<file path="config.mk">
export PLATFORM = sky130hd
export DESIGN_NAME = rha_cordic
export DESIGN_NICKNAME = d
export VERILOG_FILES = /design/src/hdl/rha_pkg.sv /design/src/hdl/rha_cordic.sv
export SDC_FILE = /design/constraint.sdc
export NUM_CORES = 1
export LEC_CHECK = 0
export BUFFER_PORTS_ARGS = -buffer_cell sky130_fd_sc_hd__buf_4
export CORE_MARGIN = 2
export CORE_UTILIZATION = 40
export CTS_CLUSTER_SIZE = 14
export DETAILED_ROUTE_END_ITERATION = 10
export SLEW_MARGIN = 20
export SYNTH_ARGS = -nofsm -noshare
export SYNTH_HDL_FRONTEND = slang
export SYNTH_SLANG_ARGS = --single-unit
</file>
<file path="constraint.sdc">
create_clock -name clk -period 6 [get_ports clk]
set_input_delay 1.2 -clock clk [delete_from_list [all_inputs] [get_ports clk]]
set_output_delay 1.2 -clock clk [all_outputs]
set_load 0.01 [all_outputs]
</file>
<file path="src/hdl/rha_pkg.sv">
// rha_pkg: shared types, constants and helpers for the row harmonic analyzer.
// Used by every module of the block and by the port payloads; no dependencies.
`timescale 1ns / 1ps
`default_nettype none

package rha_pkg;

  // sample limits (defaults for the top level parameters)
  localparam int unsigned RHA_MIN_SAMPLES = 400;
  localparam int unsigned RHA_MAX_SAMPLES = 65536;

  // configuration reset values
  localparam logic [31:0] PHASE_STEP_RST  = 32'd1048576;
  localparam logic [7:0]  STRIDE_RST      = 8'd1;
  localparam logic [31:0] INV_SCALE_RST   = 32'd65536;

  // harmonic numbers
  localparam logic [31:0] HARM_LO = 32'd21;
  localparam logic [31:0] HARM_HI = 32'd142;

  // CORDIC: Q2.30 trig values carried in 34 bits
  localparam int TRIG_W = 34;
  localparam logic signed [TRIG_W-1:0] CORDIC_X0 = 34'sd652032874;

  // output limits
  localparam logic [63:0] CAP48    = 64'h0000_FFFF_FFFF_FFFF;
  localparam logic [31:0] USED_MAX = 32'd131071;

  // configuration register indexes
  typedef enum logic [1:0] {
    REG_PHASE_STEP    = 2'd0,
    REG_SAMPLE_STRIDE = 2'd1,
    REG_REVERSE_DIR   = 2'd2,
    REG_INVERSE_SCALE = 2'd3
  } rha_reg_idx_t;

  // operations of the divide / square-root unit
  typedef enum logic {
    DS_DIV  = 1'b0,
    DS_SQRT = 1'b1
  } rha_ds_op_t;

  // input item
  typedef struct packed {
    logic signed [31:0] point_x;
    logic signed [31:0] point_y;
    logic signed [31:0] point_z;
    logic signed [31:0] ring_latitude;
    logic               last_point;
  } rha_in_t;

  // result item
  typedef struct packed {
    logic signed [31:0] out_latitude;
    logic signed [31:0] mean_radial;
    logic signed [31:0] mean_tangential;
    logic signed [31:0] mean_axial;
    logic [31:0]        rms_deviation;
    logic [31:0]        amp_mode_21;
    logic [31:0]        amp_mode_142;
    logic [16:0]        used_samples;
    logic               too_few;
  } rha_out_t;

  // CORDIC control and status
  typedef struct packed {
    logic        start;
    logic [31:0] angle;
  } rha_cordic_req_t;

  typedef struct packed {
    logic                     done;
    logic signed [TRIG_W-1:0] cos_val;
    logic signed [TRIG_W-1:0] sin_val;
  } rha_cordic_rsp_t;

  // divide / square-root control and status
  typedef struct packed {
    logic        start;
    rha_ds_op_t  op;
    logic        sgn;
    logic [63:0] arg;
    logic [31:0] divisor;
  } rha_ds_req_t;

  typedef struct packed {
    logic        done;
    logic [63:0] result;
  } rha_ds_rsp_t;

  // arctangent table in turns, Q2.32: 2^32 per turn scaled to 2^31 per half turn
  function automatic logic signed [TRIG_W-1:0] atan_lookup(input logic [3:0] i);
    logic signed [TRIG_W-1:0] v;
    case (i)
      4'd0:    v = 34'sd536870912;
      4'd1:    v = 34'sd316933406;
      4'd2:    v = 34'sd167458907;
      4'd3:    v = 34'sd85004756;
      4'd4:    v = 34'sd42667331;
      4'd5:    v = 34'sd21354465;
      4'd6:    v = 34'sd10679838;
      4'd7:    v = 34'sd5340245;
      4'd8:    v = 34'sd2670163;
      4'd9:    v = 34'sd1335087;
      4'd10:   v = 34'sd667544;
      4'd11:   v = 34'sd333772;
      4'd12:   v = 34'sd166886;
      4'd13:   v = 34'sd83443;
      4'd14:   v = 34'sd41721;
      default: v = 34'sd20861;
    endcase
    return v;
  endfunction

  // clamp to the int32 range
  function automatic logic signed [31:0] sat32(input logic signed [71:0] v);
    logic signed [31:0] r;
    if (v > 72'sd2147483647) r = 32'sh7FFF_FFFF;
    else if (v < -72'sd2147483648) r = 32'sh8000_0000;
    else r = v[31:0];
    return r;
  endfunction

endpackage

`default_nettype wire

</file>
<file path="src/hdl/rha_cordic.sv">
// rha_cordic: iterative 16-step CORDIC rotator giving cos and sin in Q2.30.
// One shift-add step per cycle; depends on rha_pkg.
`timescale 1ns / 1ps
`default_nettype none

module rha_cordic import rha_pkg::*; (
  input  logic            clk,
  input  logic            rst_n,
  input  rha_cordic_req_t req,
  output rha_cordic_rsp_t rsp
);

  logic signed [TRIG_W-1:0] x_r, y_r, z_r;
  logic signed [TRIG_W-1:0] dx, dy, at;
  logic [3:0]  it_r;
  logic        busy_r, done_r, neg_r;
  logic        fold;
  logic [31:0] ang_f;

  // fold the angle into [-90, 90) degrees
  assign fold  = (req.angle[31:30] == 2'b01) || (req.angle[31:30] == 2'b10);
  assign ang_f = fold ? (req.angle + 32'h8000_0000) : req.angle;

  assign dx = y_r >>> it_r;
  assign dy = x_r >>> it_r;
  assign at = atan_lookup(it_r);

  // control
  always_ff @(posedge clk) begin
    if (!rst_n) begin
      busy_r <= 1'b0;
      done_r <= 1'b0;
      it_r   <= '0;
    end else begin
      done_r <= 1'b0;
      if (req.start) begin
        busy_r <= 1'b1;
        it_r   <= '0;
      end else if (busy_r) begin
        it_r <= it_r + 4'd1;
        if (it_r == 4'd15) begin
          busy_r <= 1'b0;
          done_r <= 1'b1;
        end
      end
    end
  end

  // rotation datapath
  always_ff @(posedge clk) begin
    if (req.start) begin
      x_r   <= CORDIC_X0;
      y_r   <= '0;
      z_r   <= TRIG_W'(signed'(ang_f));
      neg_r <= fold;
    end else if (busy_r) begin
      if (!z_r[TRIG_W-1]) begin
        x_r <= x_r - dx;
        y_r <= y_r + dy;
        z_r <= z_r - at;
      end else begin
        x_r <= x_r + dx;
        y_r <= y_r - dy;
        z_r <= z_r + at;
      end
    end
  end

  assign rsp.done    = done_r;
  assign rsp.cos_val = neg_r ? -x_r : x_r;
  assign rsp.sin_val = neg_r ? -y_r : y_r;

endmodule

`default_nettype wire

</file>
==> impl_metrics.py <==
metrics = {
    "synthesis": {
        "async_flop_share": 0,
        "syn_nets": 2381,
        "synth_seq_cells": 139,
        "ys_types": 83,
        "synth.yosys.seq_area_share": 0.179,
        "netlist_area_um2": 17500,
        "synth.largest_area_cell": "dfxtp_1",
        "netlist_instances": 2231,
        "ys.flop_type": "dfxtp_1",
        "synthTopCellsByArea": "dfxtp_1 12%, ha_1 8.0%, xnor2_1 7.8%, edfxtp_1 6.0%, mux4_2 5.8%",
        "postSynthAreaPerCell_um2": 7.85,
        "synthDominantCellAreaShare": 0.119,
        "synth_edf_count": 35,
        "yosys_warnings": 0,
    },
    "route": {
        "routed_wl_um": 58500,
        "num_vias": 17100,
        "drtAntennaViolNets": 0,
        "drc": 0,
        "drtIter0Drc": 1428,
        "drt_first_pass_iters": 5,
        "wl_per_cell_um": 20.2,
        "avgViaCountPerCell": 5.91,
    },
    "worst_setup_path": {
        "startpoint": "it_r[1]",
        "startpoint_type": "flop",
        "cp_top_family": "simple AND/OR/NAND/NOR gates",
        "critPathBufInv": 1,
        "arrival_ns": 6.04,
        "crit_chain": "buf_6 -> mux2_4 -> mux4_2 -> or2_2 -> o22ai_1 -> o2111ai_2 -> nor2_1 -> and2_1 -> a21oi_1 -> xor2_1 -> ha_1 -> nand3_1 -> or2_2 -> nor4_1 -> a221oi_2 -> a31oi_2 -> a21oi_1 -> o31ai_1 -> o21ai_0 -> mux2i_1 -> mux2_1",
        "cpPeakStageDelay_ns": 0.51,
        "worstPathMaxFanout": 11,
        "reg2reg_from": "it_r[1]",
        "cp_slowest_cell": "mux4_2",
        "end_kind": "flop",
        "path_class": "reg -> reg",
        "required_ns": 6.35,
    },
    "place": {
        "place.gp.congestion": 0.972,
        "dpl_cell_area_um2": 19100,
        "dp_hpwl_um": 45700,
        "port_buffers": 103,
    },
    "floorplan": {
        "die_x_um": 213,
        "core_um2": 43200,
        "die-area_um2": 45500,
        "initial_utilization": 0.405,
        "die_height_um": 213,
        "num_rows": 76,
        "ios": 104,
    },
    "power_and_ir_drop": {
        "seqPwrFrac": 0.149,
        "pwr-share-clk": 0.102,
        "sw_frac_of_total": 0.492,
        "max-vdd-ir-drop_mv": 0.245,
        "p_int_w": 0.00582,
        "p_per_area_nw_per_um2": 579,
        "p_leak_nw": 8.27,
        "p_comb_frac": 0.749,
        "power.switching_w": 0.00565,
    },
    "timing": {
        "hold_viol_final": 0,
        "maxSlewHeadroom": 0.354,
        "clock_skew_ns": 0.0151,
        "fin_setup_tns_ns": 0,
        "period_share": 0.949,
        "timing.fmax_mhz": 176,
        "setup_violations": 0,
        "worst_hold_slack_ns": 0.517,
        "slew_violations": 0,
        "worst_pin_slew_ns": 0.945,
        "post-route-min-period_ns": 5.69,
    },
    "worst_hold_path": {
        "worst_hold_startpoint": "y_r[1]",
        "min-delay-path-class": "reg -> reg",
    },
    "clocking": {
        "insertion_delay_ns": 0.46,
        "hold_buffers": 0,
        "clkSlewWorstSetupHoldPaths_ns": 0.07,
        "root_buffer": "clkbuf_16",
        "h-tree-depth": 4,
        "clock-sinks": 139,
        "numCtsBuffers": 17,
        "clockBufferDepth": 2,
        "cts_tree": "yes",
    },
    "finish": {
        "syn_to_final_growth_pct": 13.2,
        "multi_input_area_um2": 13500,
        "final_nets": 2448,
        "diodes": 0,
        "drive_above_1_share": 0.165,
        "ff_latch_area_um2": 3140,
        "final_area_um2": 19800,
        "fillCellCount": 4389,
    },
    "grt": {
        "grt_overflow": 0,
        "globalRouteTotalUtil": 0.258,
        "grt_pass1_wl_um": 91900,
        "grt_max_degree": 86,
        "antenna_found_initial": 0,
        "grt_pass1_vias": 16400,
    },
    "job": {
        "cap_violations": 0,
    },
    "run_status": {
        "status": "finished, final reports clean",
    },
}
through the flow:
step / setup slack (ns) / util / power, W / std cells
after CTS: 0.120 / 0.457 / 0.0114 / 2893
after floorplan: 0.207 / - / 0.00787 / 2231
after global placement: 0.202 / 0.443 / 0.0101 / 2861
after global routing: -0.0411 / 0.459 / 0.0125 / 2896
after detailed placement: 0.172 / 0.443 / 0.0102 / 2861
final: 0.308 / 0.459 / 0.0115 / 2896
layout make-up:
cell class,instances,area share
multi-input combinational,1869,0.679
sequential,139,0.159
timing repair buffer,205,0.0811
tap,585,0.0369
clock buffer,19,0.0229
inverter,66,0.0125
clock inverter,13,0.00890
Yosys cell counts (56+ instances only):
| master | instances |
|---|---|
| a21o_1 | 56 |
| nor2_1 | 196 |
| mux2i_1 | 87 |
| nand2_1 | 219 |
| a21oi_1 | 173 |
| clkbuf_1 | 108 |
| ha_1 | 112 |
| o21ai_0 | 187 |
| xor2_1 | 85 |
| xnor2_1 | 156 |
| inv_1 | 63 |
| dfxtp_1 | 104 |
path summary, 6_finish.rpt:
check | to | slack [ns] | depth (start not counted)
max reg2reg | y_r[33] | 0.31 | 21
min | y_r[1] | 0.52 | 2
max | y_r[33] | 0.31 | 21
min reg2reg | y_r[1] | 0.52 | 2
state kept, by name (all words and copies together), names as in the netlist:
| name | count |
|---|---|
| x_r | 34 |
| neg_r | 1 |
| done_r | 1 |
| at | 30 |
| it_r | 4 |
| y_r | 34 |
| z_r | 34 |
| busy_r | 1 |
cells by family after synthesis:
group | Yosys count | share of synthesized area
buffers and inverters | 223 | 0.0540
flip-flops | 139 | 0.179
AND/OR/NAND/NOR | 647 | 0.173
AO/OA/AOI/OAI | 676 | 0.244
multiplexers | 190 | 0.146
adder cells (fa/ha/maj) | 115 | 0.0835
XOR/XNOR | 241 | 0.121
power by group through the flow:
| stage | clock network, W | registers, W | logic, W |
|---|---|---|---|
| after floorplan | 0 | 0.00145 | 0.00643 |
| after global placement | 0 | 0.00172 | 0.00840 |
| after detailed placement | 0 | 0.00172 | 0.00846 |
| after CTS | 0.00119 | 0.00170 | 0.00851 |
| after global routing | 0.00123 | 0.00174 | 0.00956 |
| final | 0.00117 | 0.00171 | 0.00859 |
worst min-delay path: stages, from the launching register on:
cell      delay, ns
dfxtp_1        0.33
nor2_1         0.09
a211oi_1       0.05
layer usage:
layer	GRT usage	vias to the layer above	wire [um]
li1	-	8311	-
met1	0.324	8188	25200
met2	0.456	513	29100
met3	0.0334	93	2650
met4	0.0826	0	1590
met5	0	-	0
cells in the final DEF (no fill, tap or decap), types with 15 or more instances in the layout:
master / Yosys / final
a211oi_1: 21 / 21
a21o_1: 56 / 56
a21oi_1: 173 / 173
a31oi_1: 36 / 33
buf_4: 9 / 197
clkbuf_16: 0 / 18
dfxtp_1: 104 / 99
edfxtp_1: 35 / 35
ha_1: 112 / 112
inv_1: 63 / 62
mux2_2: 51 / 51
mux2i_1: 87 / 87
mux4_2: 45 / 45
nand2_1: 219 / 219
nand2b_1: 24 / 24
nand3_1: 32 / 32
nor2_1: 196 / 196
nor2b_1: 27 / 27
nor3_1: 31 / 31
o211ai_1: 16 / 16
o21a_1: 19 / 19
o21ai_0: 187 / 187
o31ai_1: 29 / 29
or2_2: 15 / 15
or3_1: 17 / 17
or4_1: 17 / 17
xnor2_1: 156 / 156
xor2_1: 85 / 85
repair_timing:
| item | 4_1_cts | 5_1_grt |
|---|---|---|
| setup buffers | 0 | 3 |
| endpoints found under the setup margin | 0 | 14 |
| resized for setup | 0 | 7 |
(Power assumes the default switching activity.)
