--- src/hdl/rha_pkg.sv ---
// rha_pkg: shared types, constants and helpers for the row harmonic analyzer.
// Used by every module of the block and by the port payloads; no dependencies.
`timescale 1ns / 1ps
`default_nettype none

package rha_pkg;

  // sample limits (defaults for the top level parameters)
  localparam int unsigned RHA_MIN_SAMPLES = 400;
  localparam int unsigned RHA_MAX_SAMPLES = 65536;

  // configuration reset values
  localparam logic [31:0] PHASE_STEP_RST  = 32'd1048576;
  localparam logic [7:0]  STRIDE_RST      = 8'd1;
  localparam logic [31:0] INV_SCALE_RST   = 32'd65536;

  // harmonic numbers
  localparam logic [31:0] HARM_LO = 32'd21;
  localparam logic [31:0] HARM_HI = 32'd142;

  // CORDIC: Q2.30 trig values carried in 34 bits
  localparam int TRIG_W = 34;
  localparam logic signed [TRIG_W-1:0] CORDIC_X0 = 34'sd652032874;

  // output limits
  localparam logic [63:0] CAP48    = 64'h0000_FFFF_FFFF_FFFF;
  localparam logic [31:0] USED_MAX = 32'd131071;

  // configuration register indexes
  typedef enum logic [1:0] {
    REG_PHASE_STEP    = 2'd0,
    REG_SAMPLE_STRIDE = 2'd1,
    REG_REVERSE_DIR   = 2'd2,
    REG_INVERSE_SCALE = 2'd3
  } rha_reg_idx_t;

  // operations of the divide / square-root unit
  typedef enum logic {
    DS_DIV  = 1'b0,
    DS_SQRT = 1'b1
  } rha_ds_op_t;

  // input item
  typedef struct packed {
    logic signed [31:0] point_x;
    logic signed [31:0] point_y;
    logic signed [31:0] point_z;
    logic signed [31:0] ring_latitude;
    logic               last_point;
  } rha_in_t;

  // result item
  typedef struct packed {
    logic signed [31:0] out_latitude;
    logic signed [31:0] mean_radial;
    logic signed [31:0] mean_tangential;
    logic signed [31:0] mean_axial;
    logic [31:0]        rms_deviation;
    logic [31:0]        amp_mode_21;
    logic [31:0]        amp_mode_142;
    logic [16:0]        used_samples;
    logic               too_few;
  } rha_out_t;

  // CORDIC control and status
  typedef struct packed {
    logic        start;
    logic [31:0] angle;
  } rha_cordic_req_t;

  typedef struct packed {
    logic                     done;
    logic signed [TRIG_W-1:0] cos_val;
    logic signed [TRIG_W-1:0] sin_val;
  } rha_cordic_rsp_t;

  // divide / square-root control and status
  typedef struct packed {
    logic        start;
    rha_ds_op_t  op;
    logic        sgn;
    logic [63:0] arg;
    logic [31:0] divisor;
  } rha_ds_req_t;

  typedef struct packed {
    logic        done;
    logic [63:0] result;
  } rha_ds_rsp_t;

  // arctangent table in turns, Q2.32: 2^32 per turn scaled to 2^31 per half turn
  function automatic logic signed [TRIG_W-1:0] atan_lookup(input logic [3:0] i);
    logic signed [TRIG_W-1:0] v;
    case (i)
      4'd0:    v = 34'sd536870912;
      4'd1:    v = 34'sd316933406;
      4'd2:    v = 34'sd167458907;
      4'd3:    v = 34'sd85004756;
      4'd4:    v = 34'sd42667331;
      4'd5:    v = 34'sd21354465;
      4'd6:    v = 34'sd10679838;
      4'd7:    v = 34'sd5340245;
      4'd8:    v = 34'sd2670163;
      4'd9:    v = 34'sd1335087;
      4'd10:   v = 34'sd667544;
      4'd11:   v = 34'sd333772;
      4'd12:   v = 34'sd166886;
      4'd13:   v = 34'sd83443;
      4'd14:   v = 34'sd41721;
      default: v = 34'sd20861;
    endcase
    return v;
  endfunction

  // clamp to the int32 range
  function automatic logic signed [31:0] sat32(input logic signed [71:0] v);
    logic signed [31:0] r;
    if (v > 72'sd2147483647) r = 32'sh7FFF_FFFF;
    else if (v < -72'sd2147483648) r = 32'sh8000_0000;
    else r = v[31:0];
    return r;
  endfunction

endpackage

`default_nettype wire

--- src/hdl/rha_divsqrt.sv ---
// rha_divsqrt: shared bit-serial unit, 64-by-DIV_W floor division (one quotient
// bit per cycle) or 64-bit integer square root (one root bit per cycle). Uses rha_pkg.
`timescale 1ns / 1ps
`default_nettype none

module rha_divsqrt import rha_pkg::*; #(
  parameter int DIV_W = 17
) (
  input  logic        clk,
  input  logic        rst_n,
  input  rha_ds_req_t req,
  output rha_ds_rsp_t rsp
);

  logic             busy_r, done_r, neg_r;
  rha_ds_op_t       op_r;
  logic [5:0]       cnt_r;
  logic [63:0]      w_r, r_r, b_r;
  logic [DIV_W-1:0] rem_r, d_r;
  logic [DIV_W:0]   rem_sh;
  logic             ge;
  logic [64:0]      rb;
  logic             sq_ge;

  // division step: shift in the next dividend bit
  assign rem_sh = {rem_r, w_r[63]};
  assign ge     = rem_sh >= {1'b0, d_r};
  // root step: try r + b
  assign rb     = {1'b0, r_r} + {1'b0, b_r};
  assign sq_ge  = {1'b0, w_r} >= rb;

  // control
  always_ff @(posedge clk) begin
    if (!rst_n) begin
      busy_r <= 1'b0;
      done_r <= 1'b0;
      cnt_r  <= '0;
    end else begin
      done_r <= 1'b0;
      if (req.start) begin
        busy_r <= 1'b1;
        cnt_r  <= (req.op == DS_DIV) ? 6'd63 : 6'd31;
      end else if (busy_r) begin
        cnt_r <= cnt_r - 6'd1;
        if (cnt_r == 6'd0) begin
          busy_r <= 1'b0;
          done_r <= 1'b1;
        end
      end
    end
  end

  // datapath
  always_ff @(posedge clk) begin
    if (req.start) begin
      op_r  <= req.op;
      neg_r <= req.sgn && req.arg[63] && (req.op == DS_DIV);
      w_r   <= (req.sgn && req.arg[63] && (req.op == DS_DIV)) ? ~req.arg : req.arg;
      rem_r <= '0;
      d_r   <= req.divisor[DIV_W-1:0];
      r_r   <= '0;
      b_r   <= 64'h4000_0000_0000_0000;
    end else if (busy_r) begin
      unique case (op_r)
        DS_DIV: begin
          rem_r <= ge ? DIV_W'(rem_sh - {1'b0, d_r}) : rem_sh[DIV_W-1:0];
          w_r   <= {w_r[62:0], ge};
        end
        DS_SQRT: begin
          if (sq_ge) begin
            w_r <= w_r - rb[63:0];
            r_r <= (r_r >> 1) + b_r;
          end else begin
            r_r <= r_r >> 1;
          end
          b_r <= b_r >> 2;
        end
        default: ;
      endcase
    end
  end

  assign rsp.done   = done_r;
  assign rsp.result = (op_r == DS_SQRT) ? r_r : (neg_r ? ~w_r : w_r);

endmodule

`default_nettype wire

--- config.mk ---
export PLATFORM = sky130hd
export DESIGN_NAME = rha_divsqrt
export DESIGN_NICKNAME = d
export VERILOG_FILES = /design/src/hdl/rha_pkg.sv /design/src/hdl/rha_divsqrt.sv
export SDC_FILE = /design/constraint.sdc
export NUM_CORES = 1
export LEC_CHECK = 0
export ABC_AREA = 1
export BUFFER_PORTS_ARGS = -buffer_cell sky130_fd_sc_hd__buf_2
export CAP_MARGIN = 0
export CORE_ASPECT_RATIO = 1.1
export CORE_MARGIN = 8
export CORE_UTILIZATION = 45
export CTS_CLUSTER_SIZE = 30
export DETAILED_ROUTE_END_ITERATION = 16
export MAX_ROUTING_LAYER = met4
export PLACE_DENSITY = 0.7
export SYNTH_ARGS = -nofsm -noshare
export SYNTH_HDL_FRONTEND = slang
export SYNTH_SLANG_ARGS = --single-unit
--- constraint.sdc ---
create_clock -name clk -period 7.35 [get_ports clk]
set_input_delay 1.47 -clock clk [delete_from_list [all_inputs] [get_ports clk]]
set_output_delay 1.47 -clock clk [all_outputs]
set_load 0.01 [all_outputs]
==> impl_metrics.py <==
metrics = {
    "status": {
        "outcome": "finished, final reports clean",
    },
    "logic_synthesis": {
        "synth_area_per_cell_um2": 6.028,
        "synth_edf_count": 83,
        "synth-async-reset-ratio_pct": 0,
        "syn-num-nets": 4131,
        "yosysWarnings": 0,
        "synth_cell_types": 55,
        "synth-seq-cells": 204,
        "syn_area_um2": 23380,
        "synth_top_flop_cell": "dfxtp_1",
        "synth-seq-area-share_pct": 21.02,
        "synthCells": 3879,
    },
    "finish": {
        "area_growth_pct": 9.039,
        "mostFrequentLayoutCells": "nand2_1 (771), nor2_1 (554), inv_1 (537), o21ai_0 (447), a21oi_1 (299)",
        "drive_gt1_share_pct": 6.393,
        "regArea_um2": 4915,
        "nNetsFinal": 4174,
        "fin_cells": 4611,
        "n_fill_cell": 5544,
        "multi_input_area_um2": 15790,
        "layout_commonest_cell": "nand2_1",
    },
    "sta": {
        "fmax_mhz": 157.3,
        "fin_ws_ns": 0.9936,
        "skew_ns": 0.02844,
        "timing.hold.ws_ns": 0.4901,
        "tns_ns": 0,
        "slew_violations": 0,
        "slew_headroom_pct": 25.49,
        "worstMarginPinSlew_ns": 1.106,
        "rsz0062_at_grt": "no",
        "fin_crit_sh_pct": 86.48,
        "hold_viol": 0,
        "period_needed_ns": 6.356,
        "setup_viol": 0,
    },
    "setup_path": {
        "critPathMaxFanout": 33,
        "cp.required_ns": 7.57,
        "startpoint_type": "register",
        "regToRegSetupSlack_ns": 0.99,
        "r2r_start": "r_r[8]$_SDFFE_PP0P_",
        "worst_setup_path_end_kind": "register",
        "r2r_cells": 24,
        "timing.rr.end": "w_r[44]$_DFFE_PP_",
        "worstSetupPathType": "register to register",
        "cp_data_arrival_time_ns": 6.57,
    },
    "placement": {
        "dp_slack_ns": 1.157,
        "dp_hpwl_um": 74300,
        "port_buffers": 150,
        "dp.cells": 4561,
        "place_congestion": 1.017,
    },
    "floorplan": {
        "die_h_um": 255.1,
        "num_rows": 87,
        "die-width_um": 233.3,
        "core_area_um2": 51270,
        "die_area_um2": 59520,
        "initial_core_util_pct": 45.60,
        "ioPinCount": 166,
    },
    "grt": {
        "grt_max_degree": 204,
        "antenna_found_initial": 1,
        "overflow": 0,
        "grt_usage_pct": 30.78,
        "grt_pass1_vias": 24420,
        "grt_pass1_wl_um": 138800,
    },
    "detailed_routing": {
        "final_antenna_net_count": 0,
        "viasPerCell": 5.538,
        "routedWlPerCell_um": 19.95,
        "wl_met1_um": 40360,
        "wl_met3_um": 5068,
        "firstDrtPassIters": 6,
        "drt_iter0_markers": 2373,
        "highest_layer": "met4",
        "vias": 25540,
        "wl_met2_um": 42860,
        "drcViolationCount": 0,
        "drt_wl_total_um": 91980,
    },
    "power": {
        "switchingPower_uw": 2542,
        "swShare_pct": 45.33,
        "power_uw": 5608,
        "seq_power_share_pct": 28.0,
        "intPower_uw": 3066,
        "combPwrFrac_pct": 46.0,
        "pwr-share-clk_pct": 26.1,
        "power_density_nw_per_um2": 220.0,
        "cellLeakagePower_uw": 0.01092,
        "ir_drop_mv": 0.2669,
    },
    "min_path": {
        "holdPathStages": 2,
        "hold_start": "rem_r[15]$_SDFFE_PP0P_",
        "hold_path_end": "rem_r[15]$_SDFFE_PP0P_",
        "hp-class": "register to register",
    },
    "clock_network": {
        "cts_setup_buffers": 0,
        "post_cts_resized": 0,
        "clock-root-buffer": "clkbuf_16",
        "clk_path_buf_depth": 3,
        "cts_tree": "done",
        "cts_hold_buf": 0,
        "cts_buffers": 26,
        "cts.clk_slew.worst_paths_ns": 0.06,
        "cts.sinks": 204,
        "h-tree-depth": 1,
        "insertion_delay_ns": 0.59,
    },
    "run": {
        "maxCapViolCount": 0,
    },
}
## Yosys cell counts, types with 28 or more instances
| master | count | area, um^2 |
|---|---|---|
| edfxtp_1 | 83 | 2492 |
| nand2_1 | 772 | 2898 |
| inv_1 | 539 | 2023 |
| nor3_1 | 35 | 175.2 |
| dfxtp_1 | 121 | 2422 |
| xor2_1 | 115 | 1007 |
| nor2_1 | 554 | 2079 |
| a21o_1 | 28 | 210.2 |
| clkbuf_1 | 110 | 412.9 |
| xnor2_1 | 117 | 1025 |
| nand4_1 | 37 | 231.5 |
| nand3_1 | 229 | 1146 |
| ha_1 | 149 | 1864 |
| a21oi_1 | 299 | 1496 |
| o21ai_0 | 447 | 2237 |
## power by group through the flow
stage	clock (uW)	combinational [uW]	sequential, uW
after floorplan	0	1790	1460
after global placement	0	2530	1580
after detailed placement	0	2530	1580
after CTS	1480	2540	1560
after global routing	1530	2830	1580
final	1460	2580	1570
## worst max-delay path: stages, from the launching register on
cell and delay, ns:
dfxtp_1 0.40, ha_1 0.41, nand2_1 0.09, o21bai_1 0.15
inv_1 0.07, o21ai_0 0.71, a31oi_1 0.25, o21ai_0 0.54
nand4_1 0.23, nand2_1 0.18, xnor2_1 0.15, ha_1 0.43
nand2_1 0.10, nor2_1 0.24, nand2_1 0.13, nor3_1 0.15
nand4_1 0.21, nand2_1 0.11, nand3_1 0.08, nand2_2 0.15
nor2_8 0.06, nand2_2 0.43, o22ai_1 0.17, inv_2 0.09
buf_4 0.41
## area by class of cell
cell class	instances	area share, %
antenna	2	0.01963
clock buffer	38	3.318
clock inverter	10	0.5595
inverter	546	8.054
multi-input combinational	2977	61.95
sequential	204	19.28
tap	667	3.273
timing repair buffer	167	3.553
## through the flow
step / cell area (um^2) / util (%)
floorplan: 23380 / -
global placement: 24500 / 47.79
detailed placement: 24500 / 47.79
CTS: 25490 / 49.72
global route: 25490 / 49.72
finish: 25490 / 49.73
## worst max path at each step
stage	from	to	depth (start not counted)
after floorplan	r_r[4]$_SDFFE_PP0P_	w_r[0]$_DFFE_PP_	26
after global placement	r_r[8]$_SDFFE_PP0P_	w_r[44]$_DFFE_PP_	24
after detailed placement	r_r[8]$_SDFFE_PP0P_	w_r[63]$_DFFE_PP_	24
after CTS	r_r[8]$_SDFFE_PP0P_	w_r[63]$_DFFE_PP_	24
after global routing	r_r[8]$_SDFFE_PP0P_	w_r[38]$_DFFE_PP_	24
final	r_r[8]$_SDFFE_PP0P_	w_r[44]$_DFFE_PP_	24
## state kept, by name (all words and copies together), names as in the netlist
signal,count
neg_r,1
rem_r,17
op_r,1
w_r,64
b_r,32
done_r,1
r_r,64
busy_r,1
cnt_r,6
d_r,17
## cell families after synthesis
family                   share of synthesized area, %
XOR/XNOR                                        8.691
adder cells (fa/ha/maj)                         8.145
flip-flops                                      21.02
AND/OR/NAND/NOR                                 29.40
buffers and inverters                           11.50
AO/OA/AOI/OAI                                   21.24
## layer usage
layer  up-vias  track usage, %
li1      12790               -
met1     11790           39.31
met2       812           50.71
met3       150           2.505
met4         0           11.05
met5         -               -
(Power assumes the default switching activity.)
